<file path="config.mk">
export PLATFORM = sky130hd
export DESIGN_NAME = lifo_free_index_pool_with_expiry_core
export DESIGN_NICKNAME = d
export VERILOG_FILES = /design/src/hdl/lfp_pkg.sv /design/src/hdl/lifo_free_index_pool_with_expiry_core.sv /design/src/hdl/lfp_cell.sv
export SDC_FILE = /design/constraint.sdc
export NUM_CORES = 2
export LEC_CHECK = 0
export BUFFER_PORTS_ARGS = -buffer_cell sky130_fd_sc_hd__clkbuf_2
export CAP_MARGIN = 30
export CORE_ASPECT_RATIO = 1.2
export CORE_MARGIN = 2
export CORE_UTILIZATION = 25
export CTS_CLUSTER_SIZE = 16
export DETAILED_ROUTE_END_ITERATION = 8
export PLACE_DENSITY = 0.5
export SKIP_LAST_GASP = 1
export SYNTH_ARGS = -nofsm -noshare
export SYNTH_HDL_FRONTEND = slang
export SYNTH_SLANG_ARGS = --single-unit
</file>
<file path="constraint.sdc">
create_clock -name clk -period 11 [get_ports clk]
set_input_delay 2.2 -clock clk [delete_from_list [all_inputs] [get_ports clk]]
set_output_delay 2.2 -clock clk [all_outputs]
set_load 0.01 [all_outputs]
</file>
<file path="src/hdl/lfp_pkg.sv">
// Package for the LIFO free index pool: request, status, cell and state codes.
// Used by lfp_cell, the core top level, the port checker and the testbench; depends on nothing.
package lfp_pkg;

  localparam int IDX_W    = 6;   // entry index field width
  localparam int SIZE_W   = 7;   // pool size register width
  localparam int POOL_RST = 64;  // pool size after reset

  typedef enum logic [1:0] {
    REQ_ACQUIRE,
    REQ_RELEASE,
    REQ_EXPIRE,
    REQ_NONE
  } req_t;

  typedef enum logic [1:0] {
    STAT_OK,
    STAT_EMPTY,
    STAT_RANGE,
    STAT_FULL
  } status_t;

  typedef enum logic [2:0] {
    CELL_HOLD,
    CELL_PUSH,
    CELL_POP,
    CELL_EXPIRE,
    CELL_INIT
  } cell_op_t;

  typedef enum logic [1:0] {
    ST_IDLE,
    ST_POP,
    ST_SETTLE,
    ST_RESP
  } state_t;

  typedef struct packed {
    cell_op_t              op;
    logic [IDX_W-1:0]      exp_idx;
    logic [SIZE_W-1:0]     init_size;
  } lfp_ctl_t;

endpackage

</file>
<file path="src/hdl/lifo_free_index_pool_with_expiry_core.sv">
// Top level of the LIFO free index pool with entry expiry.
// Each input word passes through the response state into the output register. Release,
// ignored and unused requests go there directly; acquire first pops slots (one live grant plus
// dead ones, or all of them when the stack runs dry); expire first waits out the summary ripple.
// One word is in work at a time; the next is taken while the result waits in the output register.
// Reset (synchronous, rst_n low) reloads a pool of 64 at once; no clearing pass is needed.
module lifo_free_index_pool_with_expiry_core
  import lfp_pkg::*;
#(
  parameter int MAX_ENTRIES = 64
) (
  input  logic              clk,
  input  logic              rst_n,
  input  logic              in_valid,
  output logic              in_ready,
  input  logic [1:0]        in_req_type,
  input  logic [IDX_W-1:0]  in_entry_index,
  output logic              out_valid,
  input  logic              out_ready,
  output logic [1:0]        out_status,
  output logic [IDX_W-1:0]  out_granted_index,
  output logic              out_any_available,
  input  logic              cfg_valid,
  output logic              cfg_ready,
  input  logic [SIZE_W-1:0] cfg_pool_size
);

  // The pool size register is 7 bits, so no pushed index ever exceeds 126.
  // Stored indices and the alive flags only need to cover that many entries.
  localparam int EFF_MAX = (MAX_ENTRIES < 128) ? MAX_ENTRIES : 128;
  localparam int VW      = $clog2(EFF_MAX);
  localparam int CW      = $clog2(MAX_ENTRIES + 1);
  localparam int CMPW    = (CW > IDX_W) ? CW : IDX_W;
  localparam int RST_EFF = (MAX_ENTRIES < POOL_RST) ? MAX_ENTRIES : POOL_RST;

  function automatic logic [CW-1:0] eff_of(input logic [SIZE_W-1:0] s);
    if (int'(s) > MAX_ENTRIES) eff_of = CW'(MAX_ENTRIES);
    else eff_of = CW'(s);
  endfunction

  state_t              state_r, state_nxt;
  logic [SIZE_W-1:0]   pool_size_r, pool_size_nxt;
  logic [CW-1:0]       count_r, count_nxt;
  logic [CW-1:0]       wait_r, wait_nxt;
  status_t             status_r, status_nxt;
  logic [VW-1:0]       grant_r, grant_nxt;
  logic [EFF_MAX-1:0]  alive_r, alive_nxt;

  logic                out_valid_r, out_valid_nxt;
  status_t             out_status_r, out_status_nxt;
  logic [IDX_W-1:0]    out_grant_r, out_grant_nxt;
  logic                out_any_r, out_any_nxt;

  lfp_ctl_t            ctl;
  logic                in_accept, cfg_accept, out_free;
  logic [CW-1:0]       eff_size;
  logic                range_bad;
  logic [VW-1:0]       aidx;
  logic                push_live;

  // Cell chain: cell 0 is the top of the stack.
  logic [VW-1:0]       cval  [MAX_ENTRIES];
  logic                clive [MAX_ENTRIES];
  logic                cocc  [MAX_ENTRIES];
  logic                csum  [MAX_ENTRIES];

  // Configuration wins a tie with an input word; both are only taken while idle.
  assign cfg_ready  = (state_r == ST_IDLE);
  assign in_ready   = (state_r == ST_IDLE) && !cfg_valid;
  assign in_accept  = in_valid && in_ready;
  assign cfg_accept = cfg_valid && cfg_ready;
  assign out_free   = !out_valid_r || out_ready;

  assign eff_size  = eff_of(pool_size_r);
  assign range_bad = (CMPW'(in_entry_index) >= CMPW'(eff_size));
  assign aidx      = VW'(in_entry_index);
  assign push_live = alive_r[aidx];

  // Next state.
  always_comb begin
    state_nxt = state_r;
    case (state_r)
      ST_IDLE: begin
        if (in_accept) begin
          case (req_t'(in_req_type))
            REQ_ACQUIRE: state_nxt = ST_POP;
            REQ_EXPIRE:  state_nxt = range_bad ? ST_RESP : ST_SETTLE;
            default:     state_nxt = ST_RESP;
          endcase
        end
      end
      ST_POP: begin
        if ((count_r == '0) || clive[0]) state_nxt = ST_RESP;
      end
      ST_SETTLE: begin
        if (wait_r == '0) state_nxt = ST_RESP;
      end
      ST_RESP: begin
        if (out_free) state_nxt = ST_IDLE;
      end
      default: state_nxt = ST_IDLE;
    endcase
  end

  // Datapath and cell control.
  always_comb begin
    ctl.op         = CELL_HOLD;
    ctl.exp_idx    = in_entry_index;
    ctl.init_size  = SIZE_W'(eff_of(cfg_pool_size));
    pool_size_nxt  = pool_size_r;
    count_nxt      = count_r;
    wait_nxt       = wait_r;
    status_nxt     = status_r;
    grant_nxt      = grant_r;
    alive_nxt      = alive_r;
    out_valid_nxt  = out_valid_r && !out_ready;
    out_status_nxt = out_status_r;
    out_grant_nxt  = out_grant_r;
    out_any_nxt    = out_any_r;

    case (state_r)
      ST_IDLE: begin
        if (cfg_accept) begin
          // A new size reloads the whole stack and revives every entry.
          pool_size_nxt = cfg_pool_size;
          count_nxt     = eff_of(cfg_pool_size);
          alive_nxt     = '1;
          ctl.op        = CELL_INIT;
        end else if (in_accept) begin
          status_nxt = STAT_OK;
          grant_nxt  = '0;
          case (req_t'(in_req_type))
            REQ_ACQUIRE: begin
              status_nxt = STAT_EMPTY;
            end
            REQ_RELEASE: begin
              if (range_bad) begin
                status_nxt = STAT_RANGE;
              end else if (count_r == CW'(MAX_ENTRIES)) begin
                status_nxt = STAT_FULL;
              end else begin
                ctl.op    = CELL_PUSH;
                count_nxt = count_r + CW'(1);
              end
            end
            REQ_EXPIRE: begin
              if (range_bad) begin
                status_nxt = STAT_RANGE;
              end else begin
                // Every stacked copy of the index loses its alive flag; the
                // summaries then ripple up while the settle state waits for them.
                ctl.op          = CELL_EXPIRE;
                alive_nxt[aidx] = 1'b0;
                wait_nxt        = count_r;
              end
            end
            default: begin
            end
          endcase
        end
      end
      ST_POP: begin
        // One slot leaves the top per cycle; dead indices are dropped for good.
        if (count_r != '0) begin
          ctl.op    = CELL_POP;
          count_nxt = count_r - CW'(1);
          if (clive[0]) begin
            status_nxt = STAT_OK;
            grant_nxt  = cval[0];
          end
        end
      end
      ST_SETTLE: begin
        if (wait_r != '0) wait_nxt = wait_r - CW'(1);
      end
      ST_RESP: begin
        if (out_free) begin
          out_valid_nxt  = 1'b1;
          out_status_nxt = status_r;
          out_grant_nxt  = IDX_W'(grant_r);
          out_any_nxt    = csum[0];
        end
      end
      default: begin
      end
    endcase
  end

  always_ff @(posedge clk) begin
    if (!rst_n) begin
      state_r     <= ST_IDLE;
      pool_size_r <= SIZE_W'(POOL_RST);
      count_r     <= CW'(RST_EFF);
      wait_r      <= '0;
      alive_r     <= '1;
      out_valid_r <= 1'b0;
    end else begin
      state_r     <= state_nxt;
      pool_size_r <= pool_size_nxt;
      count_r     <= count_nxt;
      wait_r      <= wait_nxt;
      alive_r     <= alive_nxt;
      out_valid_r <= out_valid_nxt;
    end
  end

  always_ff @(posedge clk) begin
    status_r     <= status_nxt;
    grant_r      <= grant_nxt;
    out_status_r <= out_status_nxt;
    out_grant_r  <= out_grant_nxt;
    out_any_r    <= out_any_nxt;
  end

  // The stack itself: a row of cells that shift down on push and up on pop.
  // The summary bit of cell i tells whether any occupied cell at i or deeper
  // holds a live index, so cell 0 gives the availability flag directly.
  for (genvar i = 0; i < MAX_ENTRIES; i++) begin : g_cell
    logic [VW-1:0] up_val, dn_val;
    logic          up_live, up_occ, up_sum, dn_live, dn_occ, dn_sum;

    if (i == 0) begin : g_top
      assign up_val  = aidx;
      assign up_live = push_live;
      assign up_occ  = 1'b1;
      assign up_sum  = push_live | csum[0];
    end else begin : g_mid
      assign up_val  = cval[i-1];
      assign up_live = clive[i-1];
      assign up_occ  = cocc[i-1];
      assign up_sum  = csum[i-1];
    end

    if (i == MAX_ENTRIES - 1) begin : g_bot
      assign dn_val  = '0;
      assign dn_live = 1'b0;
      assign dn_occ  = 1'b0;
      assign dn_sum  = 1'b0;
    end else begin : g_up
      assign dn_val  = cval[i+1];
      assign dn_live = clive[i+1];
      assign dn_occ  = cocc[i+1];
      assign dn_sum  = csum[i+1];
    end

    lfp_cell #(
      .VW       (VW),
      .POS      (i),
      .RST_SIZE (RST_EFF)
    ) u_cell (
      .clk     (clk),
      .rst_n   (rst_n),
      .ctl     (ctl),
      .up_val  (up_val),
      .up_live (up_live),
      .up_occ  (up_occ),
      .up_sum  (up_sum),
      .dn_val  (dn_val),
      .dn_live (dn_live),
      .dn_occ  (dn_occ),
      .dn_sum  (dn_sum),
      .val     (cval[i]),
      .live    (clive[i]),
      .occ     (cocc[i]),
      .sum     (csum[i])
    );
  end

  assign out_valid         = out_valid_r;
  assign out_status        = out_status_r;
  assign out_granted_index = out_grant_r;
  assign out_any_available = out_any_r;

endmodule

</file>
<file path="src/hdl/lfp_cell.sv">
// One slot of the shifting free-index stack: index, alive flag, occupancy and
// an "alive at or below" summary. Depends on lfp_pkg.
module lfp_cell
  import lfp_pkg::*;
#(
  parameter int VW       = 6,
  parameter int POS      = 0,
  parameter int RST_SIZE = 64
) (
  input  logic          clk,
  input  logic          rst_n,
  input  lfp_ctl_t      ctl,
  input  logic [VW-1:0] up_val,
  input  logic          up_live,
  input  logic          up_occ,
  input  logic          up_sum,
  input  logic [VW-1:0] dn_val,
  input  logic          dn_live,
  input  logic          dn_occ,
  input  logic          dn_sum,
  output logic [VW-1:0] val,
  output logic          live,
  output logic          occ,
  output logic          sum
);

  localparam logic RST_OCC = (POS < RST_SIZE);
  localparam logic [VW-1:0] RST_VAL = (POS < RST_SIZE) ? VW'(RST_SIZE - 1 - POS) : '0;

  logic [VW-1:0] val_r, val_nxt;
  logic          live_r, live_nxt;
  logic          occ_r, occ_nxt;
  logic          sum_r, sum_nxt;
  logic          init_occ;

  assign init_occ = (POS < int'(ctl.init_size));

  always_comb begin
    val_nxt  = val_r;
    live_nxt = live_r;
    occ_nxt  = occ_r;
    sum_nxt  = (live_r & occ_r) | dn_sum;
    case (ctl.op)
      CELL_PUSH: begin
        val_nxt  = up_val;
        live_nxt = up_live;
        occ_nxt  = up_occ;
        sum_nxt  = up_sum;
      end
      CELL_POP: begin
        val_nxt  = dn_val;
        live_nxt = dn_live;
        occ_nxt  = dn_occ;
        sum_nxt  = dn_sum;
      end
      CELL_EXPIRE: begin
        live_nxt = live_r & (val_r != VW'(ctl.exp_idx));
      end
      CELL_INIT: begin
        occ_nxt  = init_occ;
        live_nxt = 1'b1;
        sum_nxt  = init_occ;
        val_nxt  = init_occ ? VW'(ctl.init_size - SIZE_W'(POS) - SIZE_W'(1)) : '0;
      end
      default: begin
      end
    endcase
  end

  always_ff @(posedge clk) begin
    if (!rst_n) begin
      val_r  <= RST_VAL;
      live_r <= 1'b1;
      occ_r  <= RST_OCC;
      sum_r  <= RST_OCC;
    end else begin
      val_r  <= val_nxt;
      live_r <= live_nxt;
      occ_r  <= occ_nxt;
      sum_r  <= sum_nxt;
    end
  end

  assign val  = val_r;
  assign live = live_r;
  assign occ  = occ_r;
  assign sum  = sum_r;

endmodule

</file>
After elaboration in Yosys (flattened, before gate mapping)
Cells that the tools add are included.
{"block": "word_totals", "mem_bits_ro": 0, "latchBits": 0, "mem_count": 0, "output_inout_bits": 12, "input_bits": 20, "ram_bits": 0, "register_bits": 681}
{"block": "op_classes", "bitwise": 194, "eq_ne": 89, "multipliers": 0, "mux": 374, "shifts": 0, "div_mod_pow": 0, "order_cmp": 69, "add_sub_neg": 129, "n_reduce_logical": 29}
{"cell": "$pmux 6 s3", "count": 64}
{"cell": "$mux 6", "count": 68}
{"cell": "$ne 6x6->1", "count": 64}
{"cell": "$pmux 1 s3", "count": 128}
{"cell": "$sub 6x1->6 const B", "count": 64}
{"cell": "$mux 64", "count": 4}
{"cell": "$pmux 1 s4", "count": 64}
{"cell": "$lt 6x7->1 const A", "count": 32}
{"cell": "$sub 6x6->6 const B", "count": 32}
{"cell": "$and 1x1->1", "count": 128}
{"cell": "$lt 5x7->1 const A", "count": 16}
{"cell": "$sub 6x5->6 const B", "count": 16}
{"cell": "$mux 7", "count": 13}
{"cell": "$and 64x64->64", "count": 1}
{"cell": "$not 64->64", "count": 1}
{"cell": "$or 1x1->1", "count": 64}
{"cell": "$lt 4x7->1 const A", "count": 8}
{"cell": "$sub 6x4->6 const B", "count": 8}
{"cell": "$lt 3x7->1 const A", "count": 4}
{"cell": "$mux 2", "count": 14}
{"cell": "$pmux 7 s2", "count": 2}
{"cell": "$sub 6x3->6 const B", "count": 4}
{"cell": "$ne 2x2->1 const B", "count": 8}
{"cell": "$gt 7x7->1 const B", "count": 2}
{"cell": "other kinds (39)", "count": 75}

Longest topological paths before layout
{"block": "logic_depth", "depth_word": 10, "ltp_mapped": 14, "depth_no_buf": 11}

Least setup slack after synthesis
OpenSTA, ideal clock, no wires.
{"block": "synth_timing", "path_type": "in2reg", "start": "in in_entry_index[0]", "end": "reg g_cell[18].u_cell.live_r", "setup_slack_ps": 6029, "stages": 12, "path_buffers": 3, "setup_time_ps": 120, "t_required_ps": 10880, "arrival_time_ps": 4851, "cell_sequence": "clkbuf_1 -> inv_1 -> ha_1 -> nand2b_1 -> a211oi_1 -> o32a_1 -> a21oi_1 -> buf_2 -> a21oi_1 -> clkbuf_1 -> a32oi_1 -> a211o_1"}
{"block": "synth_between", "elab_chain_len": 8, "word_cells_on_any_way": 15}
{"item": "start, declared", "line": "lifo_free_index_pool_with_expiry_core.sv:17", "text": "input logic [IDX_W-1:0] in_entry_index,"}
{"item": "$ge 6x7->1", "line": "lifo_free_index_pool_with_expiry_core.sv:75", "text": "assign range_bad = (CMPW'(in_entry_index) >= CMPW'(eff_size));"}
{"item": "$mux 2 / $mux 1 (equally long branches)", "line": "lifo_free_index_pool_with_expiry_core.sv:147, lifo_free_index_pool_with_expiry_core.sv:137"}
{"item": "$pmux 2 s2", "line": "lifo_free_index_pool_with_expiry_core.sv:132", "text": "case (req_t'(in_req_type))"}
{"item": "$mux 2", "line": "lifo_free_index_pool_with_expiry_core.sv:129", "text": "end else if (in_accept) begin"}
{"item": "$mux 3", "line": "lifo_free_index_pool_with_expiry_core.sv:123", "text": "if (cfg_accept) begin"}
{"item": "$pmux 3 s2", "line": "lifo_free_index_pool_with_expiry_core.sv:121", "text": "case (state_r)"}
{"item": "$eq 3x3->1, or another cell as far along", "line": "lfp_cell.sv:43", "text": "case (ctl.op)"}
{"item": "$pmux 1 s4 / $reduce_bool 4->1 (equally long branches)"}
{"item": "end signal, assigned", "line": "lfp_cell.sv:78", "text": "live_r <= live_nxt;"}
{"item": "end, declared", "line": "lfp_cell.sv:31", "text": "logic live_r, live_nxt;"}
Parallel ways exist; a longest one is shown, timed or not.
A chain may end at the register's enable or synchronous reset.

Worst setup path in the final report
{"block": "layout_timing", "start": "in cfg_pool_size[3]", "end": "reg g_cell[10].u_cell.val_r[2]"}
{"block": "layout_between", "elab_chain_len": 6, "word_cells_on_any_way": 7}
{"item": "start, declared", "line": "lifo_free_index_pool_with_expiry_core.sv:25", "text": "input logic [SIZE_W-1:0] cfg_pool_size"}
{"item": "$gt 7x7->1", "line": "lifo_free_index_pool_with_expiry_core.sv:37", "text": "if (int'(s) > MAX_ENTRIES) eff_of = CW'(MAX_ENTRIES);"}
{"item": "$mux 7 (*)", "line": "lifo_free_index_pool_with_expiry_core.sv:37"}
{"item": "$sub 6x4->6", "line": "lfp_cell.sv:63", "text": "val_nxt = init_occ ? VW'(ctl.init_size - SIZE_W'(POS) - SIZE_W'(1)) : '0;"}
{"item": "$sub 6x1->6", "line": "lfp_cell.sv:63"}
{"item": "$mux 6 (*)", "line": "lfp_cell.sv:63"}
{"item": "$pmux 6 s3 (*)", "line": "lfp_cell.sv:43"}
{"item": "end signal, assigned", "line": "lfp_cell.sv:77", "text": "val_r <= val_nxt;"}
{"item": "end, declared", "line": "lfp_cell.sv:30", "text": "logic [VW-1:0] val_r, val_nxt;"}
Every way passes the cells marked *; elsewhere a longest branch is shown, timed or not.

==> metrics <==
outcome=finished, final reports clean; Setup crit start=cfg_pool_size[3]; io pins=32; met2 routed WL=82200 um; sequential fraction of the synthesis area=36.9%; Slew HR=23.0%; Worst Skew=0.0399 ns; first-pass GRT wire length=271000 um; Tmin final=5.85 ns; DP Wirelength=116000 um; initial DRC count=5180; Placed Area=0.0396 mm^2; Post-Place Cells=6377; async set-reset flop share out of synthesis=0%; Crit path buffers/inverters=3; worst reg2reg setup slack=6.17 ns; Final Max Slew Viols=0; CTS tree=yes; FF+latch count, synth=681; htree depth=3; Port Buffers=31; setup violators final=0; CTS Buf Count=77; startpoint types=input pin; fraction of layout cells with a size suffix above 1=7.64%; Post-CTS Setup Bufs=0; CP Data Arrival Time=6.38 ns; Max stage delay cell, worst path=o21ai_0; Die H=428 um; worst setup path category=input pin to flip-flop; # rows=155; Mapped Cells=4705; vias per std cell=6.07; Initial Util=25.2%; die width=357 um; worst min path class=flip-flop to flip-flop; Worst path most repeated cell=o21ai_0; Max Cap Viol=0; global route overflow=0; critical path's largest stage delay=0.82 ns; worst slew pin tran=1.16 ns; CP endpoint kind=flip-flop; Final #Nets=4556; PwrDens=316 mW/mm^2; Hold Buf Count CTS=0; Syn Nets=4761; root buffer cell=clkbuf_16; synth-to-layout area growth=13.1%; Resized Gates After CTS=0; total iterations of the first detailed-routing run=9; largest net degree at the start of global routing=174; initial antenna violation count=8; Worst-Skew Late Latency=0.70 ns; Unique masters post-synth=78; Top Layer Used=met5; Final Cell Area=0.0424 mm^2; static leakage=15.1 nW; Top delay family on crit path=buffers and inverters; final core utilization=28.5%; synth warn=0; Post-synth EDFFs=17; CP Max Fanout=18; final std cells w/o fill=6528; mean post-synth cell area=7.96 um^2; TritonCTS sink count=681; Remaining DRCs=0; RSZ-0062 raised after global routing=false; VDD IR max=181 uV; Final GP Congestion=0.925; post-route ant nets=0; Cell Chain, Critical Path=clkbuf_2, nand2b_1, clkinv_1, ha_1, nand2_1, o21ai_0, buf_4, o21ai_0, a221oi_1, o21ai_0; metal3 WL=17200 um; R2R Path Start=count_r[0]; Die Area=0.153 mm^2; min-delay src=status_r[1]; final WL=186000 um; Hold Fails Final Rpt=0; DR WL/cell=28.5 um; setup TNS=0 ns; pre-CTS setup slack=4.39 ns; final critical-path setup slack=5.15 ns; gr usage total=23.4%; Post-Syn Area=0.0374 mm^2; fmax=0.171 GHz; crit share post-route=53.2%; area of the core=0.149 mm^2; total number of vias=39600; Synth Flop Type=dfxtp_1; CTS clk-pin slew, worst paths=0.06 ns; clock buffer depth=3; vias in the first global route=37400; M1 WL=72600 um; CP Data Required Time=11.53 ns
[routing by layer]
metal  GRT usage (%)  vias to the layer above
li1                -                    17100
met1            29.3                    19400
met2            35.6                     2399
met3            5.05                      647
met4            16.5                        2
met5               0                        -
[where the power goes]
| group | leakage, nW | switching, mW | internal (mW) |
|---|---|---|---|
| combinational | 8.13 | 3.89 | 2.02 |
| sequential | 5.64 | 1.31 | 3.44 |
| clock | 1.28 | 1.16 | 1.56 |
| total | 15.1 | 6.37 | 7.02 |
[area by class of cell]
class,instances,area (um^2)
clock inverter,22,214
fill,16000,106000
timing repair buffer,167,1370
tap,1962,2450
inverter,43,164
sequential,681,13800
antenna,9,22.5
multi-input combinational,3530,22000
clock buffer,114,2360
[synth_stat cells, drive strengths merged (7+ instances only)]
library cell | count | share of area (%)
a31oi | 149 | 2.5
o31ai | 10 | 0.20
and2 | 19 | 0.32
a211oi | 16 | 0.32
mux2i | 19 | 0.51
buf | 70 | 0.83
o221ai | 25 | 0.58
and3 | 18 | 0.30
a221oi | 248 | 5.8
xnor2 | 213 | 5.0
clkbuf | 381 | 3.8
nor2b | 22 | 0.37
nor3 | 38 | 0.55
a32oi | 35 | 0.82
nand3b | 7 | 0.14
o22a | 7 | 0.16
a221o | 10 | 0.27
a21oi | 201 | 2.7
a22oi | 133 | 2.7
nand2 | 679 | 6.8
nor4 | 44 | 0.74
ha | 36 | 1.2
inv | 41 | 0.41
a41oi | 8 | 0.19
nor2 | 146 | 1.5
o2bb2ai | 8 | 0.19
o22ai | 34 | 0.57
mux4 | 8 | 0.48
nand3 | 146 | 2.0
dfxtp | 664 | 35
nand4 | 37 | 0.62
nand2b | 24 | 0.40
o21ai | 771 | 10
xor2 | 204 | 4.8
or3 | 9 | 0.15
a222oi | 56 | 1.5
edfxtp | 17 | 1.4
o211ai | 14 | 0.28
a211o | 26 | 0.61
o311ai | 26 | 0.61
a2bb2oi | 21 | 0.49
[cells by family after synthesis]
logic type	Yosys count	share of synthesized area (%)
compound gates	1849	32.0
xor+xnor	417	9.75
flops	681	36.9
mux	29	1.05
simple gates	1199	14.0
buf+inv	494	5.08
fa+ha+maj	36	1.20
[flip-flops by register name (all words and copies together) (netlist names), 7 cells and up]
signal and cells:
g_cell.u_cell.live 64, g_cell.u_cell.occ 64, alive_r 64, g_cell.u_cell.sum 64, count_r 7, wait_r 7
pool_size_r 7, g_cell.u_cell.val 384
[path summary, 6_finish.rpt]
check | cells past startpoint | end
setup reg to reg | 11 | g_cell[31].u_cell.occ
hold / removal | 0 | out_status[1]
setup / recovery | 10 | g_cell[10].u_cell.val[2]
hold reg to reg | 0 | out_status[1]
[per-stage QoR]
stage	hold WS (ns)	power (mW)
4_1_cts	0.420	13.2
5_1_grt	0.421	14.0
3_3_place_gp	0.402	10.4
2_1_floorplan	0.400	8.17
6_report	0.418	13.4
3_5_place_dp	0.411	10.5
[cells in the final DEF, fill, tap and decap left out, types with 14 or more instances in the layout]
cell type / instances
o221ai_1: 25
nand4_1: 37
mux2i_1: 19
a2bb2oi_1: 21
o311ai_0: 26
nor2_1: 140
nor2b_1: 21
nand2_1: 673
buf_4: 121
and2_1: 17
nand2b_1: 24
a222oi_1: 56
a31oi_1: 149
inv_1: 37
nor3_1: 33
and3_1: 18
xnor2_1: 207
ha_1: 36
o211ai_1: 14
a211oi_1: 16
a22oi_1: 133
nor4_1: 43
clkbuf_16: 83
dfxtp_1: 664
a211o_1: 26
xor2_1: 203
clkbuf_8: 17
nand3_1: 146
a221oi_1: 248
o22ai_1: 34
edfxtp_1: 17
clkbuf_2: 24
a21oi_1: 195
clkbuf_1: 14
clkinv_2: 14
a32oi_1: 35
o21ai_0: 760
No activity file was read; power rests on OpenSTA's default activity.
